==> src/sv/dcfp_pkg.sv <==
`timescale 1ns / 1ps
// Shared types and constants for the drive command frame parser.
// Used by every module of the block; depends on nothing.
package dcfp_pkg;

  localparam int          SLOT_COUNT = 4;
  localparam int          RADIX      = 10;

  localparam logic [7:0]  BYTE_OPEN  = 8'h6E;  // 'n'
  localparam logic [7:0]  BYTE_CLOSE = 8'h68;  // 'h'
  localparam logic [7:0]  BYTE_ZERO  = 8'h30;  // '0'
  localparam logic [7:0]  BYTE_NINE  = 8'h39;  // '9'

  localparam logic [2:0]  SLOT_FIRST = 3'd1;
  localparam logic [2:0]  SLOT_LAST  = 3'(SLOT_COUNT);

  typedef logic [3:0]        digit_t;
  typedef logic signed [7:0] speed_t;

  typedef enum logic [6:0] {
    MODE_STOP     = 7'd0,
    MODE_X_POS    = 7'd1,
    MODE_X_NEG    = 7'd2,
    MODE_Y_POS    = 7'd3,
    MODE_Y_NEG    = 7'd4,
    MODE_TURN_POS = 7'd5,
    MODE_TURN_NEG = 7'd6
  } mode_t;

  // Contents of the input register handed to the decode core.
  typedef struct packed {
    logic       valid;
    logic [7:0] rx_byte;
  } stage_t;

endpackage

==> src/sv/dcfp_in_if.sv <==
`timescale 1ns / 1ps
// Valid/ready channel carrying one received byte per item.
// Stands alone; used by the input stage and the top level.
interface dcfp_in_if;
  logic       valid;
  logic       ready;
  logic [7:0] rx_byte;

  modport source (output valid, output rx_byte, input ready);
  modport sink   (input valid, input rx_byte, output ready);
endinterface

==> src/sv/dcfp_out_if.sv <==
`timescale 1ns / 1ps
// Valid/ready channel carrying one decoded drive command per item.
// Stands alone; used by the decode core and the top level.
interface dcfp_out_if;
  logic              valid;
  logic              ready;
  logic signed [7:0] speed_x;
  logic signed [7:0] speed_y;
  logic signed [7:0] speed_turn;
  logic              mode_known;

  modport source (output valid, output speed_x, output speed_y, output speed_turn,
                  output mode_known, input ready);
  modport sink   (input valid, input speed_x, input speed_y, input speed_turn,
                  input mode_known, output ready);
endinterface

==> src/sv/dcfp_in_stage.sv <==
`timescale 1ns / 1ps
// Input register of the frame parser: captures one byte per item from the channel.
// Depends on dcfp_pkg and dcfp_in_if.
module dcfp_in_stage import dcfp_pkg::*; (
  input  logic       clk,
  input  logic       rst,
  dcfp_in_if.sink    rx,
  input  logic       take,
  output stage_t     stage
);

  logic       held_valid;
  logic [7:0] held_byte;

  // The register can reload in the same cycle that the core consumes it.
  assign rx.ready = !held_valid || take;

  always_ff @(posedge clk) begin
    if (rst) begin
      held_valid <= 1'b0;
    end else if (rx.valid && rx.ready) begin
      held_valid <= 1'b1;
    end else if (take) begin
      held_valid <= 1'b0;
    end
  end

  always_ff @(posedge clk) begin
    if (rx.valid && rx.ready) begin
      held_byte <= rx.rx_byte;
    end
  end

  assign stage.valid   = held_valid;
  assign stage.rx_byte = held_byte;

endmodule

==> src/sv/dcfp_core.sv <==
`timescale 1ns / 1ps
// Frame state, digit slots, command decode and the result register of the parser.
// Depends on dcfp_pkg and dcfp_out_if.
module dcfp_core import dcfp_pkg::*; (
  input  logic       clk,
  input  logic       rst,
  input  stage_t     stage,
  output logic       take,
  dcfp_out_if.source cmd
);

  logic        frame_open;
  logic [2:0]  slot_index;
  digit_t      digit_slots [SLOT_COUNT];
  speed_t      held_x;
  speed_t      held_y;
  speed_t      held_turn;
  logic        mode_known;
  logic        out_valid;

  logic        is_open;
  logic        is_close;
  logic        is_digit;
  logic        slot_free;
  logic        store;
  logic        out_free;
  logic [2:0]  slot_ptr;
  digit_t      digit;
  logic [6:0]  mode_val;
  logic [6:0]  speed_val;
  speed_t      speed_pos;
  speed_t      speed_neg;
  speed_t      held_x_next;
  speed_t      held_y_next;
  speed_t      held_turn_next;
  logic        mode_known_next;

  always_comb begin
    is_open   = stage.rx_byte == BYTE_OPEN;
    is_close  = stage.rx_byte == BYTE_CLOSE;
    is_digit  = stage.rx_byte inside {[BYTE_ZERO:BYTE_NINE]};
    slot_free = slot_index inside {[SLOT_FIRST:SLOT_LAST]};
    out_free  = !out_valid || cmd.ready;
    // A closing byte waits only while an earlier result is still unclaimed.
    take      = stage.valid && (!is_close || out_free);
    store     = take && !is_open && !is_close && frame_open && is_digit && slot_free;
    slot_ptr  = slot_index - SLOT_FIRST;
    digit     = digit_t'(stage.rx_byte - BYTE_ZERO);
  end

  always_comb begin
    mode_val  = 7'(digit_slots[0]) * 7'(RADIX) + 7'(digit_slots[1]);
    speed_val = 7'(digit_slots[2]) * 7'(RADIX) + 7'(digit_slots[3]);
    speed_pos = {1'b0, speed_val};
    speed_neg = -speed_pos;

    held_x_next     = held_x;
    held_y_next     = held_y;
    held_turn_next  = held_turn;
    mode_known_next = 1'b1;
    case (mode_t'(mode_val))
      MODE_STOP: begin
        held_x_next    = '0;
        held_y_next    = '0;
        held_turn_next = '0;
      end
      MODE_X_POS: begin
        held_x_next    = speed_pos;
        held_y_next    = '0;
        held_turn_next = '0;
      end
      MODE_X_NEG: begin
        held_x_next    = speed_neg;
        held_y_next    = '0;
        held_turn_next = '0;
      end
      MODE_Y_POS: begin
        held_x_next    = '0;
        held_y_next    = speed_pos;
        held_turn_next = '0;
      end
      MODE_Y_NEG: begin
        held_x_next    = '0;
        held_y_next    = speed_neg;
        held_turn_next = '0;
      end
      MODE_TURN_POS: begin
        held_x_next    = '0;
        held_y_next    = '0;
        held_turn_next = speed_pos;
      end
      MODE_TURN_NEG: begin
        held_x_next    = '0;
        held_y_next    = '0;
        held_turn_next = speed_neg;
      end
      default: begin
        mode_known_next = 1'b0;
      end
    endcase
  end

  always_ff @(posedge clk) begin
    if (rst) begin
      frame_open <= 1'b0;
      slot_index <= SLOT_FIRST;
      for (int k = 0; k < SLOT_COUNT; k++) begin
        digit_slots[k] <= '0;
      end
      held_x     <= '0;
      held_y     <= '0;
      held_turn  <= '0;
      mode_known <= 1'b0;
      out_valid  <= 1'b0;
    end else begin
      if (take && is_open) begin
        frame_open <= 1'b1;
      end else if (take && is_close) begin
        frame_open <= 1'b0;
        slot_index <= SLOT_FIRST;
        held_x     <= held_x_next;
        held_y     <= held_y_next;
        held_turn  <= held_turn_next;
        mode_known <= mode_known_next;
      end else if (store) begin
        digit_slots[slot_ptr[1:0]] <= digit;
        slot_index                 <= slot_index + 3'd1;
      end

      if (take && is_close) begin
        out_valid <= 1'b1;
      end else if (cmd.ready) begin
        out_valid <= 1'b0;
      end
    end
  end

  // The held velocities only change when a new result is loaded, so they
  // serve directly as the result register.
  assign cmd.valid      = out_valid;
  assign cmd.speed_x    = held_x;
  assign cmd.speed_y    = held_y;
  assign cmd.speed_turn = held_turn;
  assign cmd.mode_known = mode_known;

`ifndef SYNTH
  a_slot_range: assert property (@(posedge clk) disable iff (rst)
    slot_index >= SLOT_FIRST && slot_index <= SLOT_LAST + 3'd1)
    else $error("slot index out of range");

  a_close_resets: assert property (@(posedge clk) disable iff (rst)
    take && is_close |=> slot_index == SLOT_FIRST && !frame_open && out_valid)
    else $error("closing byte did not reset the frame and load a result");

  a_unknown_keeps: assert property (@(posedge clk) disable iff (rst)
    take && is_close && !mode_known_next |=>
      $stable(held_x) && $stable(held_y) && $stable(held_turn))
    else $error("unknown mode changed the held velocities");

  a_no_overwrite: assert property (@(posedge clk) disable iff (rst)
    out_valid && !cmd.ready |-> !(take && is_close))
    else $error("result overwritten before it was taken");
`endif

endmodule

==> src/sv/drive_command_frame_parser_unit.sv <==
`timescale 1ns / 1ps
// Top level of the drive command frame parser: input register followed by the decode core.
// Depends on dcfp_pkg, dcfp_in_if, dcfp_out_if, dcfp_in_stage and dcfp_core.

// The parser accepts one received byte per item and can take a new byte in every
// clock cycle. Bytes pass through an input register into the decode core, which
// updates the frame state and, for each closing 'h', loads a command into its
// result register. A command appears after its 'h' has passed the input register
// and the result register, later if the 'h' has to wait. Only the result register
// can hold the input back: a closing byte waits in the input register while the previous
// command is still unclaimed, and every other byte is absorbed at once. Modes 0 to 6 set
// the held velocities; any other mode returns the old ones with mode_known low.
module drive_command_frame_parser_unit import dcfp_pkg::*; (
  input  logic       clk,
  input  logic       rst,
  dcfp_in_if.sink    rx,
  dcfp_out_if.source cmd
);

  stage_t stage;
  logic   take;

  dcfp_in_stage u_in_stage (
    .clk   (clk),
    .rst   (rst),
    .rx    (rx),
    .take  (take),
    .stage (stage)
  );

  dcfp_core u_core (
    .clk   (clk),
    .rst   (rst),
    .stage (stage),
    .take  (take),
    .cmd   (cmd)
  );

endmodule

==> src/flat_wrapper.sv <==
// flat-port wrapper written by rule: the top's interface ports become plain ports
module drive_command_frame_parser_unit_flat import dcfp_pkg::*;
  (clk, rst, rx_valid, rx_rx_byte, rx_ready, cmd_valid, cmd_speed_x, cmd_speed_y, cmd_speed_turn, cmd_mode_known, cmd_ready);
  dcfp_in_if rx_i ();
  dcfp_out_if cmd_i ();
  input  logic clk;
  input  logic rst;
  input wire logic [$bits(rx_i.valid)-1:0] rx_valid;
  input wire logic [$bits(rx_i.rx_byte)-1:0] rx_rx_byte;
  output wire logic [$bits(rx_i.ready)-1:0] rx_ready;
  output wire logic [$bits(cmd_i.valid)-1:0] cmd_valid;
  output wire logic [$bits(cmd_i.speed_x)-1:0] cmd_speed_x;
  output wire logic [$bits(cmd_i.speed_y)-1:0] cmd_speed_y;
  output wire logic [$bits(cmd_i.speed_turn)-1:0] cmd_speed_turn;
  output wire logic [$bits(cmd_i.mode_known)-1:0] cmd_mode_known;
  input wire logic [$bits(cmd_i.ready)-1:0] cmd_ready;
  assign rx_i.valid = rx_valid;
  assign rx_i.rx_byte = rx_rx_byte;
  assign rx_ready = rx_i.ready;
  assign cmd_valid = cmd_i.valid;
  assign cmd_speed_x = cmd_i.speed_x;
  assign cmd_speed_y = cmd_i.speed_y;
  assign cmd_speed_turn = cmd_i.speed_turn;
  assign cmd_mode_known = cmd_i.mode_known;
  assign cmd_i.ready = cmd_ready;
  drive_command_frame_parser_unit u_core (.clk(clk), .rst(rst), .rx(rx_i), .cmd(cmd_i));
endmodule
==> config.mk <==
export PLATFORM = sky130hd
export DESIGN_NAME = drive_command_frame_parser_unit_flat
export DESIGN_NICKNAME = d
export VERILOG_FILES = /design/src/sv/dcfp_pkg.sv /design/src/sv/dcfp_in_if.sv /design/src/sv/dcfp_out_if.sv /design/src/sv/dcfp_in_stage.sv /design/src/sv/dcfp_core.sv /design/src/sv/drive_command_frame_parser_unit.sv /design/src/flat_wrapper.sv
export SDC_FILE = /design/constraint.sdc
export NUM_CORES = 1
export LEC_CHECK = 0
export BUFFER_PORTS_ARGS = -buffer_cell sky130_fd_sc_hd__buf_4
export CAP_MARGIN = 20
export CORE_UTILIZATION = 62
export CTS_CLUSTER_DIAMETER = 50
export DETAILED_ROUTE_END_ITERATION = 6
export PLACE_DENSITY = 0.85
export RECOVER_POWER = 100
export SLEW_MARGIN = 20
export SYNTH_ARGS = -nofsm -noshare
export SYNTH_HDL_FRONTEND = slang
export SYNTH_SLANG_ARGS = --single-unit
==> constraint.sdc <==
create_clock -name clk -period 6.2 [get_ports clk]
set_input_delay 1.24 -clock clk [delete_from_list [all_inputs] [get_ports clk]]
set_output_delay 1.24 -clock clk [all_outputs]
set_load 0.02 [all_outputs]
==> flow_metrics.tcl <==
set metrics [dict create \
    ys_seq_elements 55 \
    die_w_microns 72.2 \
    ios 39 \
    worstPathArrival_ps 3780 \
    fp-row-count 25 \
    dieArea_sq_um 5220 \
    crit_path_end_kind "flip-flop" \
    clk_path_buf_depth 2 \
    cts_tree "yes" \
    ys_seq_area_share_pct 43.9 \
    root_buffer "clkbuf_8" \
    synth_top_area_share_pct 23.6 \
    wl_microns 6790 \
    synthFlopType "dfxtp_1" \
    avgSynthCellArea_sq_um 9.77 \
    crit_start "u_core.u_core.digit_slots[0][1]" \
    slew_viol_final 0 \
    cts_setup_buffers 0 \
    cp_max_fo 33 \
    utilization_pct 71.0 \
    post-route-drc-count 0 \
    placed_cells 408 \
    antenna_found_initial 0 \
    top_layer_used "met4" \
    wl_met2_microns 3250 \
    rsz0062_at_grt "false" \
    cts_made_buffers 5 \
    grtUsageTotal_pct 28.0 \
    relSlewSlack_pct 37.9 \
    required_ps 6400 \
    finalCritPeriodShare_pct 57.7 \
    hold_viol 0 \
    core_sq_um 4720 \
    initial_utilization_pct 64.7 \
    area_growth_pct 9.66 \
    wl_per_cell_microns 16.3 \
    power.density_nw_per_um2 205 \
    cpPeakStageDelay_ps 620 \
    p_total_w 0.000687 \
    clkLatencyLatePin_ps 300 \
    fin_skew_ps 8.27 \
    antenna_left 0 \
    synth_nets 346 \
    crit_path_frequent_cell "ha_1" \
    grt_pass1_wl_microns 11100 \
    r2r_start "u_core.u_core.digit_slots[0][1]" \
    synth_area_sq_um 3060 \
    period_needed_ps 3580 \
    hold_path_class "flip-flop to flip-flop" \
    cp_num_buf_inv 1 \
    diodes 0 \
    die_y_microns 72.2 \
    status "finished, final reports clean" \
    worstMarginPinSlew_ps 931 \
    path_cells "ha_1 -> ha_1 -> inv_1 -> fa_1 -> xor2_1 -> nand4_1 -> or3_1 -> a21oi_4 -> nor2_1 -> a2bb2o_1" \
    post_cts_resized 0 \
    drv_cap 0 \
    yosysMostFrequentCell "nor2_1" \
    synth-edff-count 24 \
    dp_slack_ps 2690 \
    grt_max_degree 34 \
    portBuffers 38 \
    start_kind "flip-flop" \
    max_freq_mhz 279 \
    drive_above_1_share_pct 7.74 \
    worstSetupPathType "flip-flop to flip-flop" \
    place_congestion 0.956 \
    fin_cells 416 \
    final.setup.tns_ps 0 \
    final_nets 381 \
    crit_path_top_delay_cell "a21oi_4" \
    drt_first_pass_iters 5 \
    viasPerCell 6.17 \
    postCtsHoldBufs 0 \
    yosysTopAreaCell "edfxtp_1" \
    crit_family "compound AO/OA/AOI/OAI gates" \
    synthCells 313 \
    yosysWarnings 0 \
    htree_levels 2 \
    wl_met1_microns 2840 \
    synthTopCellsByArea "edfxtp_1, dfxtp_1, ha_1, nor2_1, inv_1" \
    async_reset_ff_share_pct 0 \
    dp_hpwl_microns 5110 \
    vdd_ir_drop_max_mv 0.142 \
    ys_types 54 \
    dr_wl_met3_microns 543 \
    setup_viol 0 \
    yosys-top-cells-count "nor2_1, dfxtp_1, edfxtp_1, inv_1" \
    clk_pin_slew_ps 90 \
    overflow 0 \
    clock_sinks 55 \
    fin_ws_ps 2620 \
    p_leak_nw 1.22 \
    grt_pass1_vias 2350 \
    hold_path_startpoint "u_core.u_core.cmd.speed_x[0]" \
    vias 2567 \
    drt_iter0_markers 261 \
]
==> through the flow <==
step | instance area (sq um) | hold slack [ps]
after floorplan | 3060 | 437
after global placement | 3370 | 451
after detailed placement | 3370 | 456
after CTS | 3460 | 479
after global routing | 3350 | 493
final | 3350 | 473
==> placed cells by master (no fill, tap or decap), drive strengths merged, types with 6 or more instances in the layout <==
| master | netlist | routed |
|---|---|---|
| nand3 | 9 | 9 |
| o2bb2ai | 6 | 6 |
| ha | 17 | 17 |
| a21oi | 13 | 13 |
| inv | 23 | 23 |
| xnor2 | 6 | 6 |
| o21ai | 13 | 13 |
| edfxtp | 24 | 24 |
| nand2 | 17 | 17 |
| dfxtp | 31 | 31 |
| nor2 | 38 | 38 |
| a211oi | 9 | 9 |
| xor2 | 6 | 6 |
| and2 | 11 | 11 |
| clkbuf | 5 | 44 |
| nand2b | 8 | 8 |
| a31oi | 8 | 8 |
==> worst paths after layout <==
check                                    endpoint  slack, ps  cells after the start
hold / removal       u_core.u_core.cmd.speed_x[0]        470                      2
setup reg to reg  u_core.u_core.cmd.speed_turn[0]       2620                     10
setup / recovery  u_core.u_core.cmd.speed_turn[0]       2620                     10
hold reg to reg      u_core.u_core.cmd.speed_x[0]        470                      2
==> where the power goes <==
group / switching [W] / total (W) / internal (W)
clock: 0.000107 / 0.000197 / 0.0000903
combinational: 0.0000624 / 0.0000976 / 0.0000352
sequential: 0.00000645 / 0.000392 / 0.000386
total: 0.000176 / 0.000687 / 0.000511
==> worst min-delay path: stages, from the launching register on <==
cell	delay, ps
dfxtp_1	320
nand2b_1	60
a21oi_1	50
==> layer usage <==
metal  vias up  global-route usage, %
met1      1209                   36.4
met2       130                   46.4
li1       1205                      -
met4         0                   10.0
met3        23                   5.97
met5         -                      0
==> cells by family after synthesis <==
| family | share of synthesized area [%] |
|---|---|
| and+or+nand+nor | 21.2 |
| buffers and inverters | 4.58 |
| AOI/OAI and AO/OA | 16.9 |
| muxes | 0.327 |
| DFF | 43.9 |
| adders and majority gates | 9.58 |
| xor gates and xnor gates | 3.44 |
==> registers in the layout, summed over array words and instances (netlist names), 3 cells and up <==
name / flops
u_core.u_in_stage.held_byte: 8
u_core.u_core.cmd.speed_turn: 8
u_core.u_core.cmd.speed_x: 8
u_core.u_core.digit_slots: 16
u_core.u_core.cmd.speed_y: 8
u_core.u_core.slot_index: 3
==> area by class of cell <==
| cell class | count | area [sq um] |
|---|---|---|
| Inverter | 23 | 86.3 |
| Clock buffer | 7 | 86.3 |
| Clock inverter | 1 | 5.00 |
| Tap cell | 67 | 83.8 |
| Sequential cell | 55 | 1340 |
| Timing Repair Buffer | 38 | 180 |
| Fill cell | 387 | 1370 |
| Multi-Input combinational cell | 225 | 1570 |
Note: power is estimated with default switching activity, not from simulation.
